### src/hdl/esd_pkg.sv
// ----------------------------------------------------------------------------
// esd_pkg
// Shared types and constants for the escape sequence decoder: decode phases,
// the queue entry passed from front to back, character codes and the
// named-escape lookup.
// ----------------------------------------------------------------------------
`default_nettype none

package esd_pkg;

    typedef enum logic [1:0] {
        PH_IDLE = 2'd0,
        PH_ESC  = 2'd1,
        PH_HEX  = 2'd2,
        PH_DEC  = 2'd3
    } esd_phase_t;

    // one accepted byte produces an optional escape result and an optional
    // plain result (plain char or end marker) taken from the same byte
    typedef struct packed {
        logic        has_first;
        logic [31:0] first_value;
        logic        first_ovf;
        logic        has_second;
        logic [7:0]  second_byte;
    } esd_entry_t;

    localparam logic [7:0]  CHAR_NUL   = 8'h00;
    localparam logic [7:0]  CHAR_BSL   = 8'h5C;
    localparam logic [7:0]  CHAR_X     = 8'h78;
    localparam logic [7:0]  CHAR_MINUS = 8'h2D;
    localparam logic [7:0]  CHAR_0     = 8'h30;
    localparam logic [7:0]  CHAR_9     = 8'h39;
    localparam logic [7:0]  CHAR_UA    = 8'h41;
    localparam logic [7:0]  CHAR_UF    = 8'h46;
    localparam logic [7:0]  CHAR_LA    = 8'h61;
    localparam logic [7:0]  CHAR_LF    = 8'h66;
    localparam logic [3:0]  HEX_LETTER_BIAS = 4'd9;
    localparam logic [30:0] MAG_MAX    = 31'h7FFF_FFFF;

    // value of a named escape, zero when the byte is not one
    function automatic logic [7:0] esc_value(input logic [7:0] b);
        logic [7:0] v;
        begin
            unique case (b)
                8'h6E:   v = 8'd10;  // n
                8'h72:   v = 8'd13;  // r
                8'h74:   v = 8'd9;   // t
                8'h76:   v = 8'd11;  // v
                8'h61:   v = 8'd7;   // a
                8'h62:   v = 8'd8;   // b
                8'h66:   v = 8'd12;  // f
                8'h27:   v = 8'd39;  // single quote
                8'h22:   v = 8'd34;  // double quote
                8'h5C:   v = 8'd92;  // backslash
                8'h3F:   v = 8'd63;  // question mark
                default: v = 8'd0;
            endcase
            return v;
        end
    endfunction

endpackage

`default_nettype wire

### src/hdl/esd_front.sv
// ----------------------------------------------------------------------------
// esd_front
// Accepts source bytes, tracks the escape phase and numeric accumulator, and
// pushes one queue entry per byte that yields at least one result.
// ----------------------------------------------------------------------------
`default_nettype none

module esd_front (
    input  wire                  clk,
    input  wire                  rst_n,
    input  wire                  in_valid,
    input  wire [7:0]            byte_in,
    output logic                 in_stall,
    input  wire                  q_full,
    output logic                 push,
    output esd_pkg::esd_entry_t  entry
);
    import esd_pkg::*;

    esd_phase_t  phase_reg, phase_next;
    logic [30:0] acc_reg, acc_next;
    logic        hex_cnt_reg, hex_cnt_next;
    logic        neg_reg, neg_next;
    logic        sat_reg, sat_next;

    logic        accept;
    logic        is_dig, is_hexl, is_named, is_bsl;
    logic [7:0]  named_val;
    logic [3:0]  hex_val;
    logic [34:0] dec_prod;
    logic        dec_ovf;
    logic [30:0] hex_acc;
    logic [31:0] dec_value;

    assign accept   = in_valid && !q_full;
    assign in_stall = q_full;

    assign is_dig    = (byte_in >= CHAR_0) && (byte_in <= CHAR_9);
    assign is_hexl   = is_dig || ((byte_in >= CHAR_UA) && (byte_in <= CHAR_UF))
                              || ((byte_in >= CHAR_LA) && (byte_in <= CHAR_LF));
    assign named_val = esc_value(byte_in);
    assign is_named  = (named_val != 8'd0);
    assign is_bsl    = (byte_in == CHAR_BSL);

    assign hex_val = is_dig ? byte_in[3:0] : ({1'b0, byte_in[2:0]} + HEX_LETTER_BIAS);
    assign hex_acc = {acc_reg[26:0], hex_val};

    // acc * 10 + digit as two shifts and two adds
    assign dec_prod = ({4'd0, acc_reg} << 3) + ({4'd0, acc_reg} << 1)
                    + {31'd0, byte_in[3:0]};
    assign dec_ovf  = (dec_prod > {4'd0, MAG_MAX});

    assign dec_value = (neg_reg) ? (32'd0 - {1'b0, acc_reg}) : {1'b0, acc_reg};

    // next phase
    always_comb
    begin
        phase_next = phase_reg;
        if (accept)
        begin
            unique case (phase_reg)
                PH_IDLE:
                    phase_next = is_bsl ? PH_ESC : PH_IDLE;
                PH_ESC:
                    priority if (is_named)                phase_next = PH_IDLE;
                    else if (byte_in == CHAR_X)           phase_next = PH_HEX;
                    else if (byte_in == CHAR_MINUS)       phase_next = PH_DEC;
                    else if (is_dig)                      phase_next = PH_DEC;
                    else                                  phase_next = PH_IDLE;
                PH_HEX:
                    if (is_hexl)
                        phase_next = hex_cnt_reg ? PH_IDLE : PH_HEX;
                    else
                        phase_next = is_bsl ? PH_ESC : PH_IDLE;
                PH_DEC:
                    if (is_dig)
                        phase_next = PH_DEC;
                    else
                        phase_next = is_bsl ? PH_ESC : PH_IDLE;
            endcase
        end
    end

    // results and datapath
    always_comb
    begin
        acc_next     = acc_reg;
        hex_cnt_next = hex_cnt_reg;
        neg_next     = neg_reg;
        sat_next     = sat_reg;
        entry        = '0;
        entry.second_byte = byte_in;
        if (accept)
        begin
            unique case (phase_reg)
                PH_IDLE:
                    entry.has_second = !is_bsl;
                PH_ESC:
                    priority if (is_named)
                    begin
                        entry.has_first   = 1'b1;
                        entry.first_value = {24'd0, named_val};
                    end
                    else if ((byte_in == CHAR_X) || (byte_in == CHAR_MINUS) || is_dig)
                    begin
                        acc_next     = is_dig ? {27'd0, byte_in[3:0]} : 31'd0;
                        hex_cnt_next = 1'b0;
                        neg_next     = (byte_in == CHAR_MINUS);
                        sat_next     = 1'b0;
                    end
                    else
                    begin
                        // bad escape gives 0, then the byte as a plain char
                        entry.has_first  = 1'b1;
                        entry.has_second = !is_bsl;
                    end
                PH_HEX:
                    if (is_hexl)
                    begin
                        acc_next     = hex_acc;
                        hex_cnt_next = 1'b1;
                        if (hex_cnt_reg)
                        begin
                            entry.has_first   = 1'b1;
                            entry.first_value = {1'b0, hex_acc};
                        end
                    end
                    else
                    begin
                        entry.has_first   = 1'b1;
                        entry.first_value = {1'b0, acc_reg};
                        entry.has_second  = !is_bsl;
                    end
                PH_DEC:
                    if (is_dig)
                    begin
                        acc_next = dec_ovf ? MAG_MAX : dec_prod[30:0];
                        sat_next = sat_reg || dec_ovf;
                    end
                    else
                    begin
                        entry.has_first   = 1'b1;
                        entry.first_value = dec_value;
                        entry.first_ovf   = sat_reg;
                        entry.has_second  = !is_bsl;
                    end
            endcase
        end
    end

    assign push = accept && (entry.has_first || entry.has_second);

    always_ff @(posedge clk or negedge rst_n)
    begin
        if (!rst_n)
        begin
            phase_reg   <= PH_IDLE;
            acc_reg     <= '0;
            hex_cnt_reg <= 1'b0;
            neg_reg     <= 1'b0;
            sat_reg     <= 1'b0;
        end
        else
        begin
            phase_reg   <= phase_next;
            acc_reg     <= acc_next;
            hex_cnt_reg <= hex_cnt_next;
            neg_reg     <= neg_next;
            sat_reg     <= sat_next;
        end
    end

endmodule

`default_nettype wire

### src/hdl/esd_queue.sv
// ----------------------------------------------------------------------------
// esd_queue
// Small register FIFO of decoded entries between front and back.
// DEPTH must be a power of two, at least 2; the block itself does not check it.
// ----------------------------------------------------------------------------
`default_nettype none

module esd_queue #(
    parameter int DEPTH = 4
) (
    input  wire                  clk,
    input  wire                  rst_n,
    input  wire                  push,
    input  esd_pkg::esd_entry_t  wr_data,
    input  wire                  pop,
    output esd_pkg::esd_entry_t  rd_data,
    output logic                 empty,
    output logic                 full
);
    import esd_pkg::*;

    localparam int PTR_W = $clog2(DEPTH);
    localparam int CNT_W = PTR_W + 1;
    localparam logic [CNT_W-1:0] CNT_DEPTH = CNT_W'(DEPTH);

    esd_entry_t         slot_reg [DEPTH];
    logic [PTR_W-1:0]   wr_ptr_reg, wr_ptr_next;
    logic [PTR_W-1:0]   rd_ptr_reg, rd_ptr_next;
    logic [CNT_W-1:0]   count_reg, count_next;

    assign empty   = (count_reg == '0);
    assign full    = (count_reg == CNT_DEPTH);
    assign rd_data = slot_reg[rd_ptr_reg];

    always_comb
    begin
        wr_ptr_next = push ? wr_ptr_reg + 1'b1 : wr_ptr_reg;
        rd_ptr_next = pop  ? rd_ptr_reg + 1'b1 : rd_ptr_reg;
        count_next  = count_reg + CNT_W'(push) - CNT_W'(pop);
    end

    always_ff @(posedge clk)
    begin
        if (push)
            slot_reg[wr_ptr_reg] <= wr_data;
    end

    always_ff @(posedge clk or negedge rst_n)
    begin
        if (!rst_n)
        begin
            wr_ptr_reg <= '0;
            rd_ptr_reg <= '0;
            count_reg  <= '0;
        end
        else
        begin
            wr_ptr_reg <= wr_ptr_next;
            rd_ptr_reg <= rd_ptr_next;
            count_reg  <= count_next;
        end
    end

endmodule

`default_nettype wire

### src/hdl/esd_back.sv
// ----------------------------------------------------------------------------
// esd_back
// Drains queue entries and presents results through the output register,
// one per cycle unless stalled, holding an entry's second result pending.
// ----------------------------------------------------------------------------
`default_nettype none

module esd_back (
    input  wire                  clk,
    input  wire                  rst_n,
    input  esd_pkg::esd_entry_t  q_data,
    input  wire                  q_empty,
    output logic                 pop,
    output logic                 out_valid,
    input  wire                  out_stall,
    output logic signed [31:0]   char_value,
    output logic                 is_end,
    output logic                 overflow,
    output logic                 last
);
    import esd_pkg::*;

    logic        out_valid_reg, out_valid_next;
    logic [31:0] value_reg, value_next;
    logic        end_reg, end_next;
    logic        ovf_reg, ovf_next;
    logic        last_reg, last_next;
    logic        pend_valid_reg, pend_valid_next;
    logic [7:0]  pend_byte_reg, pend_byte_next;
    logic        load;

    // output register free or being taken this cycle
    assign load = !out_valid_reg || !out_stall;
    assign pop  = load && !pend_valid_reg && !q_empty;

    always_comb
    begin
        out_valid_next  = out_valid_reg;
        value_next      = value_reg;
        end_next        = end_reg;
        ovf_next        = ovf_reg;
        last_next       = last_reg;
        pend_valid_next = pend_valid_reg;
        pend_byte_next  = pend_byte_reg;
        if (load)
        begin
            priority if (pend_valid_reg)
            begin
                out_valid_next  = 1'b1;
                value_next      = {24'd0, pend_byte_reg};
                end_next        = (pend_byte_reg == CHAR_NUL);
                ovf_next        = 1'b0;
                last_next       = 1'b1;
                pend_valid_next = 1'b0;
            end
            else if (!q_empty && q_data.has_first)
            begin
                out_valid_next  = 1'b1;
                value_next      = q_data.first_value;
                end_next        = 1'b0;
                ovf_next        = q_data.first_ovf;
                last_next       = !q_data.has_second;
                pend_valid_next = q_data.has_second;
                pend_byte_next  = q_data.second_byte;
            end
            else if (!q_empty)
            begin
                out_valid_next  = 1'b1;
                value_next      = {24'd0, q_data.second_byte};
                end_next        = (q_data.second_byte == CHAR_NUL);
                ovf_next        = 1'b0;
                last_next       = 1'b1;
            end
            else
            begin
                out_valid_next  = 1'b0;
            end
        end
    end

    always_ff @(posedge clk or negedge rst_n)
    begin
        if (!rst_n)
        begin
            out_valid_reg  <= 1'b0;
            pend_valid_reg <= 1'b0;
        end
        else
        begin
            out_valid_reg  <= out_valid_next;
            pend_valid_reg <= pend_valid_next;
        end
    end

    always_ff @(posedge clk)
    begin
        value_reg     <= value_next;
        end_reg       <= end_next;
        ovf_reg       <= ovf_next;
        last_reg      <= last_next;
        pend_byte_reg <= pend_byte_next;
    end

    assign out_valid  = out_valid_reg;
    assign char_value = $signed(value_reg);
    assign is_end     = end_reg;
    assign overflow   = ovf_reg;
    assign last       = last_reg;

endmodule

`default_nettype wire

### src/hdl/escape_sequence_decoder.sv
// ----------------------------------------------------------------------------
// escape_sequence_decoder
// Streaming decoder of C-style escaped character text: named escapes, \x with
// up to two hex digits, signed decimal escapes with saturation, end marker.
//
//   channel  direction  handshake             payload
//   in       input      in_valid / in_stall   byte_in
//   out      output     out_valid / out_stall char_value, is_end, overflow, last
//
// one byte is taken per cycle while the queue is not full; the first result
// of a request passes the queue and then the output register before it is shown
// a byte that closes a numeric or bad escape and is itself a character gives
// two results, which are presented on the output one after the other
// front stalls only when the QUEUE_DEPTH-entry queue is full
// reset is asynchronous and needs no clearing pass
// ----------------------------------------------------------------------------
`default_nettype none

module escape_sequence_decoder #(
    parameter int QUEUE_DEPTH = 4
) (
    input  wire                clk,
    input  wire                rst_n,
    input  wire                in_valid,
    output logic               in_stall,
    input  wire  [7:0]         byte_in,
    output logic               out_valid,
    input  wire                out_stall,
    output logic signed [31:0] char_value,
    output logic               is_end,
    output logic               overflow,
    output logic               last
);
    import esd_pkg::*;

    esd_entry_t push_data;
    esd_entry_t pop_data;
    logic       q_push;
    logic       q_pop;
    logic       q_empty;
    logic       q_full;

    esd_front u_front (
        .clk      (clk),
        .rst_n    (rst_n),
        .in_valid (in_valid),
        .byte_in  (byte_in),
        .in_stall (in_stall),
        .q_full   (q_full),
        .push     (q_push),
        .entry    (push_data)
    );

    esd_queue #(
        .DEPTH (QUEUE_DEPTH)
    ) u_queue (
        .clk     (clk),
        .rst_n   (rst_n),
        .push    (q_push),
        .wr_data (push_data),
        .pop     (q_pop),
        .rd_data (pop_data),
        .empty   (q_empty),
        .full    (q_full)
    );

    esd_back u_back (
        .clk        (clk),
        .rst_n      (rst_n),
        .q_data     (pop_data),
        .q_empty    (q_empty),
        .pop        (q_pop),
        .out_valid  (out_valid),
        .out_stall  (out_stall),
        .char_value (char_value),
        .is_end     (is_end),
        .overflow   (overflow),
        .last       (last)
    );

    // no push into a full queue
    a_no_overrun: assert property (@(posedge clk) disable iff (!rst_n)
        q_push |-> !q_full)
        else $error("push into full queue");

    // no pop from an empty queue
    a_no_underrun: assert property (@(posedge clk) disable iff (!rst_n)
        q_pop |-> !q_empty)
        else $error("pop from empty queue");

    // end marker carries zero and no overflow
    a_end_clean: assert property (@(posedge clk) disable iff (!rst_n)
        (out_valid && is_end) |-> (char_value == 32'sd0 && !overflow && last))
        else $error("end marker with data");

    // a byte with nothing to emit never enters the queue
    a_push_nonempty: assert property (@(posedge clk) disable iff (!rst_n)
        q_push |-> (push_data.has_first || push_data.has_second))
        else $error("empty entry pushed");

endmodule

`default_nettype wire
### config.mk
export PLATFORM = sky130hd
export DESIGN_NAME = escape_sequence_decoder
export DESIGN_NICKNAME = d
export VERILOG_FILES = /design/src/hdl/esd_pkg.sv /design/src/hdl/esd_front.sv /design/src/hdl/esd_queue.sv /design/src/hdl/esd_back.sv /design/src/hdl/escape_sequence_decoder.sv
export SDC_FILE = /design/constraint.sdc
export NUM_CORES = 1
export LEC_CHECK = 0
export ABC_AREA = 0
export BUFFER_PORTS_ARGS = -buffer_cell sky130_fd_sc_hd__buf_2
export CAP_MARGIN = 30
export CORE_MARGIN = 4
export CORE_UTILIZATION = 40
export CTS_CLUSTER_SIZE = 24
export DETAILED_ROUTE_END_ITERATION = 10
export PLACE_DENSITY_LB_ADDON = 0.25
export SKIP_CTS_REPAIR_TIMING = 1
export SLEW_MARGIN = 5
export SYNTH_ARGS = -nofsm -noshare
export SYNTH_HDL_FRONTEND = slang
export SYNTH_SLANG_ARGS = --single-unit
### constraint.sdc
create_clock -name clk -period 8.7 [get_ports clk]
set_input_delay 0.435 -clock clk [delete_from_list [all_inputs] [get_ports clk]]
set_output_delay 0.435 -clock clk [all_outputs]
set_load 0.005 [all_outputs]
* Yosys cells after proc, flatten, opt, wreduce, memory -nomap -nowiden
Memory sizes are Yosys's and may differ from the RTL's.
Index checks and enable logic that the tools add are counted.
** Word-level totals
- Register bits :: 88
- RAM bits :: 172
- Bits of input ports :: 12
- Output and inout port bits :: 37
- Logic and storage cells :: 147
- Memories :: 1
** Operators by class
- Add/subtract/negate cells :: 8
- Order comparisons :: 7
- Eq/ne operators :: 22
- Mux-type cells :: 55
- Bitwise operators :: 2
- Reduce and logical (&&, ||, !) cells :: 36
** Memories
- u_queue.slot_reg :: words 4, bits a word 43, rd ports 1, clocked after Yosys merged registers in 0, wr ports 1, RTL line esd_queue.sv:26 : esd_entry_t slot_reg [DEPTH];
** Operators by type and width (count)
- 31-bit 2-to-1 mux :: 5
- 33-bit case mux with 3 select lines :: 1
- 32-bit 2-to-1 mux :: 3
- 31-bit case mux with 3 select lines :: 1
- 7-bit case mux with 11 select lines :: 1
- 8-bit by 7-bit == test with 1-bit output, second input constant :: 9
- 35-bit 2-to-1 mux :: 2
- 33-bit 2-to-1 mux :: 2
- 34-bit by 32-bit adder with 35-bit output :: 1
- 35-bit by 4-bit adder with 35-bit output :: 1
- 35-bit by 31-bit greater-than comparator with 1-bit output, second input constant :: 1
- 8-bit by 6-bit == test with 1-bit output, second input constant :: 4
- 1-bit by 31-bit subtractor with 32-bit output, first input constant :: 1
- 1-bit 2-to-1 mux :: 25
- 8-bit by 7-bit greater-or-equal comparator with 1-bit output, second input constant :: 2
- 8-bit by 7-bit less-or-equal comparator with 1-bit output, second input constant :: 2
- 8-bit logical NOT :: 2
- 2-bit 2-to-1 mux :: 7
- 5-bit AND reduction :: 2
- 8-bit by 6-bit greater-or-equal comparator with 1-bit output, second input constant :: 1
- 8-bit by 6-bit less-or-equal comparator with 1-bit output, second input constant :: 1
- 1-bit logical AND :: 8
- 4-bit 2-to-1 mux :: 2
- 8-bit 2-to-1 mux :: 1
- 26 further kinds :: 45

* Longest topological paths before layout
- Depth in word-level cells :: 11
- Gate-level depth with buffers :: 16
- Mapped depth without buffers :: 15

* Hierarchy
From an unflattened synthesis, not the netlist that was laid out.
** Unflattened totals
- Cell total of the unflattened synthesis :: 1256
- Area, all modules :: 14813.0 um^2
** By module, submodules not included
- esd_queue :: instances 1, cells each 259, area an instance 6655.1 um^2, sequential area each 5340.1 um^2
- esd_front :: instances 1, cells each 881, area an instance 6358.6 um^2, sequential area each 900.9 um^2
- esd_back :: instances 1, cells each 116, area an instance 1799.2 um^2, sequential area each 1341.3 um^2

* Least setup slack after synthesis
OpenSTA, ideal clock, no wires.
- Kind :: input-to-reg
- Start :: input port byte_in[3]
- End :: register u_front.acc_reg[22]
- Setup time :: 84 ps
- Arrival time :: 3648 ps
- Data required time :: 8616 ps
- Setup slack :: 4968 ps
- Stages on the path :: 14
- Buffers on the path :: 2
- Path through :: clkbuf_1 > inv_1 > fa_1 > fa_1 > nor2b_1 > o2111ai_1 > a21oi_1 > a211oi_1 > o21ai_1 > a41oi_1 > mux2i_1 > clkbuf_1 > nor3_1 > o21ai_0
** Between the ends
- Longest elaborated chain between the ends :: 6
- Elaborated cells on any way between the ends :: 38
- Those cells by class :: 1 x add/sub; 7 x order compare; 17 x eq/ne; 4 x mux; 9 x reduce/logical
** RTL lines
- start, declared :: RTL line escape_sequence_decoder.sv:26 : input wire [7:0] byte_in,
- parallel branches: the longest is 6 deep, another holds 35-bit by 4-bit adder with 35-bit output
- end signal, assigned :: RTL line esd_front.sv:166 : acc_reg <= acc_next;
- end, declared :: RTL line esd_front.sv:21 : logic [30:0] acc_reg, acc_next;
Parallel ways; which one is timed is not known. The select of a mux whose other input is x is not followed.
A chain may end at the register's enable or synchronous reset.

* Worst setup path in the final report
- Start :: register u_front.acc_reg[0]
- End :: register u_front.acc_reg[3]
** Between the ends
- Longest elaborated chain between the ends :: 6
** RTL lines
- 34-bit by 32-bit adder with 35-bit output * :: RTL line esd_front.sv:49 : assign dec_prod = ({4'd0, acc_reg} << 3) + ({4'd0, acc_reg} << 1)
- 35-bit by 4-bit adder with 35-bit output * :: RTL line esd_front.sv:50 : + {31'd0, byte_in[3:0]};
- 35-bit by 31-bit greater-than comparator with 1-bit output :: RTL line esd_front.sv:51 : assign dec_ovf = (dec_prod > {4'd0, MAG_MAX});
- 31-bit 2-to-1 mux * :: RTL line esd_front.sv:137 : acc_next = dec_ovf ? MAG_MAX : dec_prod[30:0];
- 31-bit 2-to-1 mux * :: RTL line esd_front.sv:135 : if (is_dig)
- 31-bit case mux with 3 select lines * :: RTL line esd_front.sv:95 : unique case (phase_reg)
Every way passes the cells marked *; elsewhere a longest branch is shown, timed or not. The select of a mux whose other input is x is not followed.

==> out/qor.txt <==
most frequent cells in the layout -> edfxtp_1 (215), nand2_1 (136), o21ai_0 (98)
largest area contributor in the netlist -> edfxtp_1
Arrival @ worst endpoint -> 4.76 ns
DRC viols -> 0
Area growth syn-to-layout -> 11.0%
commonest non-fill, non-tap cell in the layout -> edfxtp_1
sequential fraction of the synthesis area -> 53.0%
unrepaired setup endpoints after global routing -> no
post-synthesis mux area share -> 7.77%
Final GP Congestion -> 0.885
CP max stage delay -> 0.60 ns
Detailed Route Iter0 Violations -> 1034
FP Rows -> 68
Post-synth EDFFs -> 215
Clk Latency, worst-skew pair -> 0.52 ns
violated checks -> negative hold slack
DP Wirelength -> 23.1 mm
Worst Setup End Kind -> register
synthesized area per cell -> 11.5 um^2
Adder-Cell Fraction of Synth Area -> 6.90%
largest family of logic cells by synthesized area -> compound AO/OA/AOI/OAI gates
Tmin final -> 4.39 ns
Final Hold Viols -> 2
total grt overflow -> 0
Final ANT Viol Nets -> 0
Final setup viols -> 0
PwrDens -> 257 nW/um^2
fillers -> 3249
Max VDD drop -> 0.323 mV
Synth Net Count -> 1330
Yosys warning count -> 0
min-delay worst type -> in -> async
vias in the first global route -> 9785
clk slew on worst S/H paths -> 0.06 ns
Critical-path top delay cell -> fa_1
final core occ -> 45.5%
first-pass GRT wire length -> 54.5 mm
first-pass detailed-route iteration total -> 5
Required @ worst endpoint -> 9.08 ns
Synth Area in XOR/XNOR -> 2.82%
max reg flops -> 172
die height -> 197 um
Final TNS setup -> 0 ns
IO Count -> 49
dominant synthesized flop cell -> edfxtp_1
final worst clock skew -> 0.0170 ns
Inserted Clock Buffers -> 26
cells after synthesis -> 1241
Longest Clk Path Bufs -> 3
Final nets -> 1351
CP max FO -> 23
Detailed Route WL -> 33.5 mm
initial antenna violation count -> 0
Hold Slack -> -0.00658 ns
Compound-Gate Fraction of Synth Area -> 13.5%
Root Buffer -> clkbuf_16
critical path type -> reg -> reg
fin. max-slew vios -> 0
LEAKAGE -> 6.15 nW
PortBufs -> 48
share of layout cells above drive strength 1 -> 13.7%
synthesis-stage register bit count -> 260
CTS tree -> done
total track usage -> 17.2%
diode count -> 0
Via density -> 5.73
total number of vias -> 9956
Slew headroom -> 38.9%
ys async rst share -> 17.3%
Final Cycle Share -> 50.4%
Initial Utilization -> 41.0%
Worst Tran Pin Value -> 0.913 ns
H-tree Lvls -> 1
Synth top area share -> 45.2%
status -> finished, violations left
clock sink count -> 260
die area -> 38800 um^2
post-synthesis simple-gate area fraction -> 13.1%
Die X -> 197 um
crit-path cells -> inv_1 > fa_1 > inv_1 > ha_1 > a21oi_1 > nor2_1 > o21ai_0 > a31oi_1 > o21ai_0 > mux2_2 > a41o_1 > nor2_2 > a31oi_1
Max Cap Viol -> 0
largest net degree at the start of global routing -> 65
Core Region -> 34900 um^2
Mapped Area -> 14300 um^2
Fmax -> 228 MHz
drt wl/cell -> 19.3 um
top cells by area, synth -> edfxtp_1 (45%), dfrtp_1 (7.9%), mux4_2 (6.8%)
library cells used by synthesis -> 74
CP Launch Type -> register
==> synthesized netlist by cell type (4+ instances only) <==
cell,number
a21o_1,17
o21bai_1,4
xor2_1,23
and2_1,10
mux4_2,43
nor4_1,9
mux2i_1,12
o31a_1,4
buf_2,9
dfrtp_1,45
a211oi_1,6
nor3_1,37
xnor2_1,23
o22ai_1,14
clkbuf_1,56
a31oi_1,19
or3_1,6
inv_1,31
a22oi_1,7
o21a_1,8
edfxtp_1,215
o21ai_0,98
nor2b_1,39
nand3_1,24
nand2b_1,11
ha_1,74
buf_1,7
a221o_1,5
o2111ai_1,4
a21oi_1,79
nand4_1,15
nor2_1,60
o221ai_1,4
nand2_1,136
o31ai_1,11
and3_1,16
==> stage by stage <==
| step | setup slack [ns] | power (mW) | std cells | cell area, um^2 |
|---|---|---|---|---|
| floorplan | 4.97 | 2.62 | 1241 | 14300 |
| global placement | 3.98 | 2.97 | 1685 | 14900 |
| detailed placement | 3.96 | 3.00 | 1687 | 15000 |
| CTS | 4.37 | 4.10 | 1735 | 15800 |
| global route | 4.02 | 4.31 | 1737 | 15900 |
| finish | 4.31 | 4.07 | 1737 | 15900 |
==> power breakdown <==
part           switching (mW)  leakage, nW  total (mW)  internal, mW
Clock                   0.458        0.418        1.10         0.639
Combinational           0.647         3.09        1.14         0.497
Sequential              0.125         2.64        1.83          1.71
==> per-layer routing <==
layer	up-vias	share of wire (%)	global-route usage [%]
li1	4754	-	-
met1	4856	47	25.0
met2	299	46	28.0
met3	47	5.1	1.98
met4	0	1.7	3.65
met5	-	0	0
==> cell families (layout without fill, tap and decap cells) <==
logic type	Yosys count	after routing
XOR/XNOR	46	46
AND/OR/NAND/NOR	384	384
multiplexers	57	57
flip-flops	260	260
adder cells (fa/ha/maj)	77	77
buffers and inverters	105	146
AO/OA/AOI/OAI	312	312
==> cell type report <==
| cell class | count | area [um^2] | share of cell area, % |
|---|---|---|---|
| timing repair buffer | 66 | 423 | 2.66 |
| inverter | 32 | 120 | 0.757 |
| sequential | 260 | 7580 | 47.8 |
| tap | 455 | 569 | 3.59 |
| clock buffer | 27 | 654 | 4.12 |
| clock inverter | 21 | 200 | 1.26 |
| multi-input combinational | 876 | 6320 | 39.8 |
==> final timing paths <==
kind / from / end / slack [ns] / cells after the start
worst max-delay path: u_front.acc_reg[0] / u_front.acc_reg[3] / 4.31 / 13
worst min-delay path: rst_n / u_back.pend_valid_reg / -0.007 / 2
worst max register to register: u_front.acc_reg[0] / u_front.acc_reg[3] / 4.31 / 13
worst min register to register: u_queue.count_reg[2] / u_queue.count_reg[2] / 0.56 / 1
max in group asynchronous: rst_n / u_front.acc_reg[18] / 8.23 / 2
min in group clk: out_stall / u_back.out_valid / 0.26 / 3
==> worst max-delay path: cells and delay by family, from the launching register on <==
family                     cells  cell delay, ns
muxes                          1            0.36
AOI/OAI and AO/OA              6            1.64
adders and majority gates      2            0.89
buffers and inverters          2            0.23
DFF                            1            0.52
and+or+nand+nor                2            0.60
Note: power is estimated with default switching activity, not from simulation.
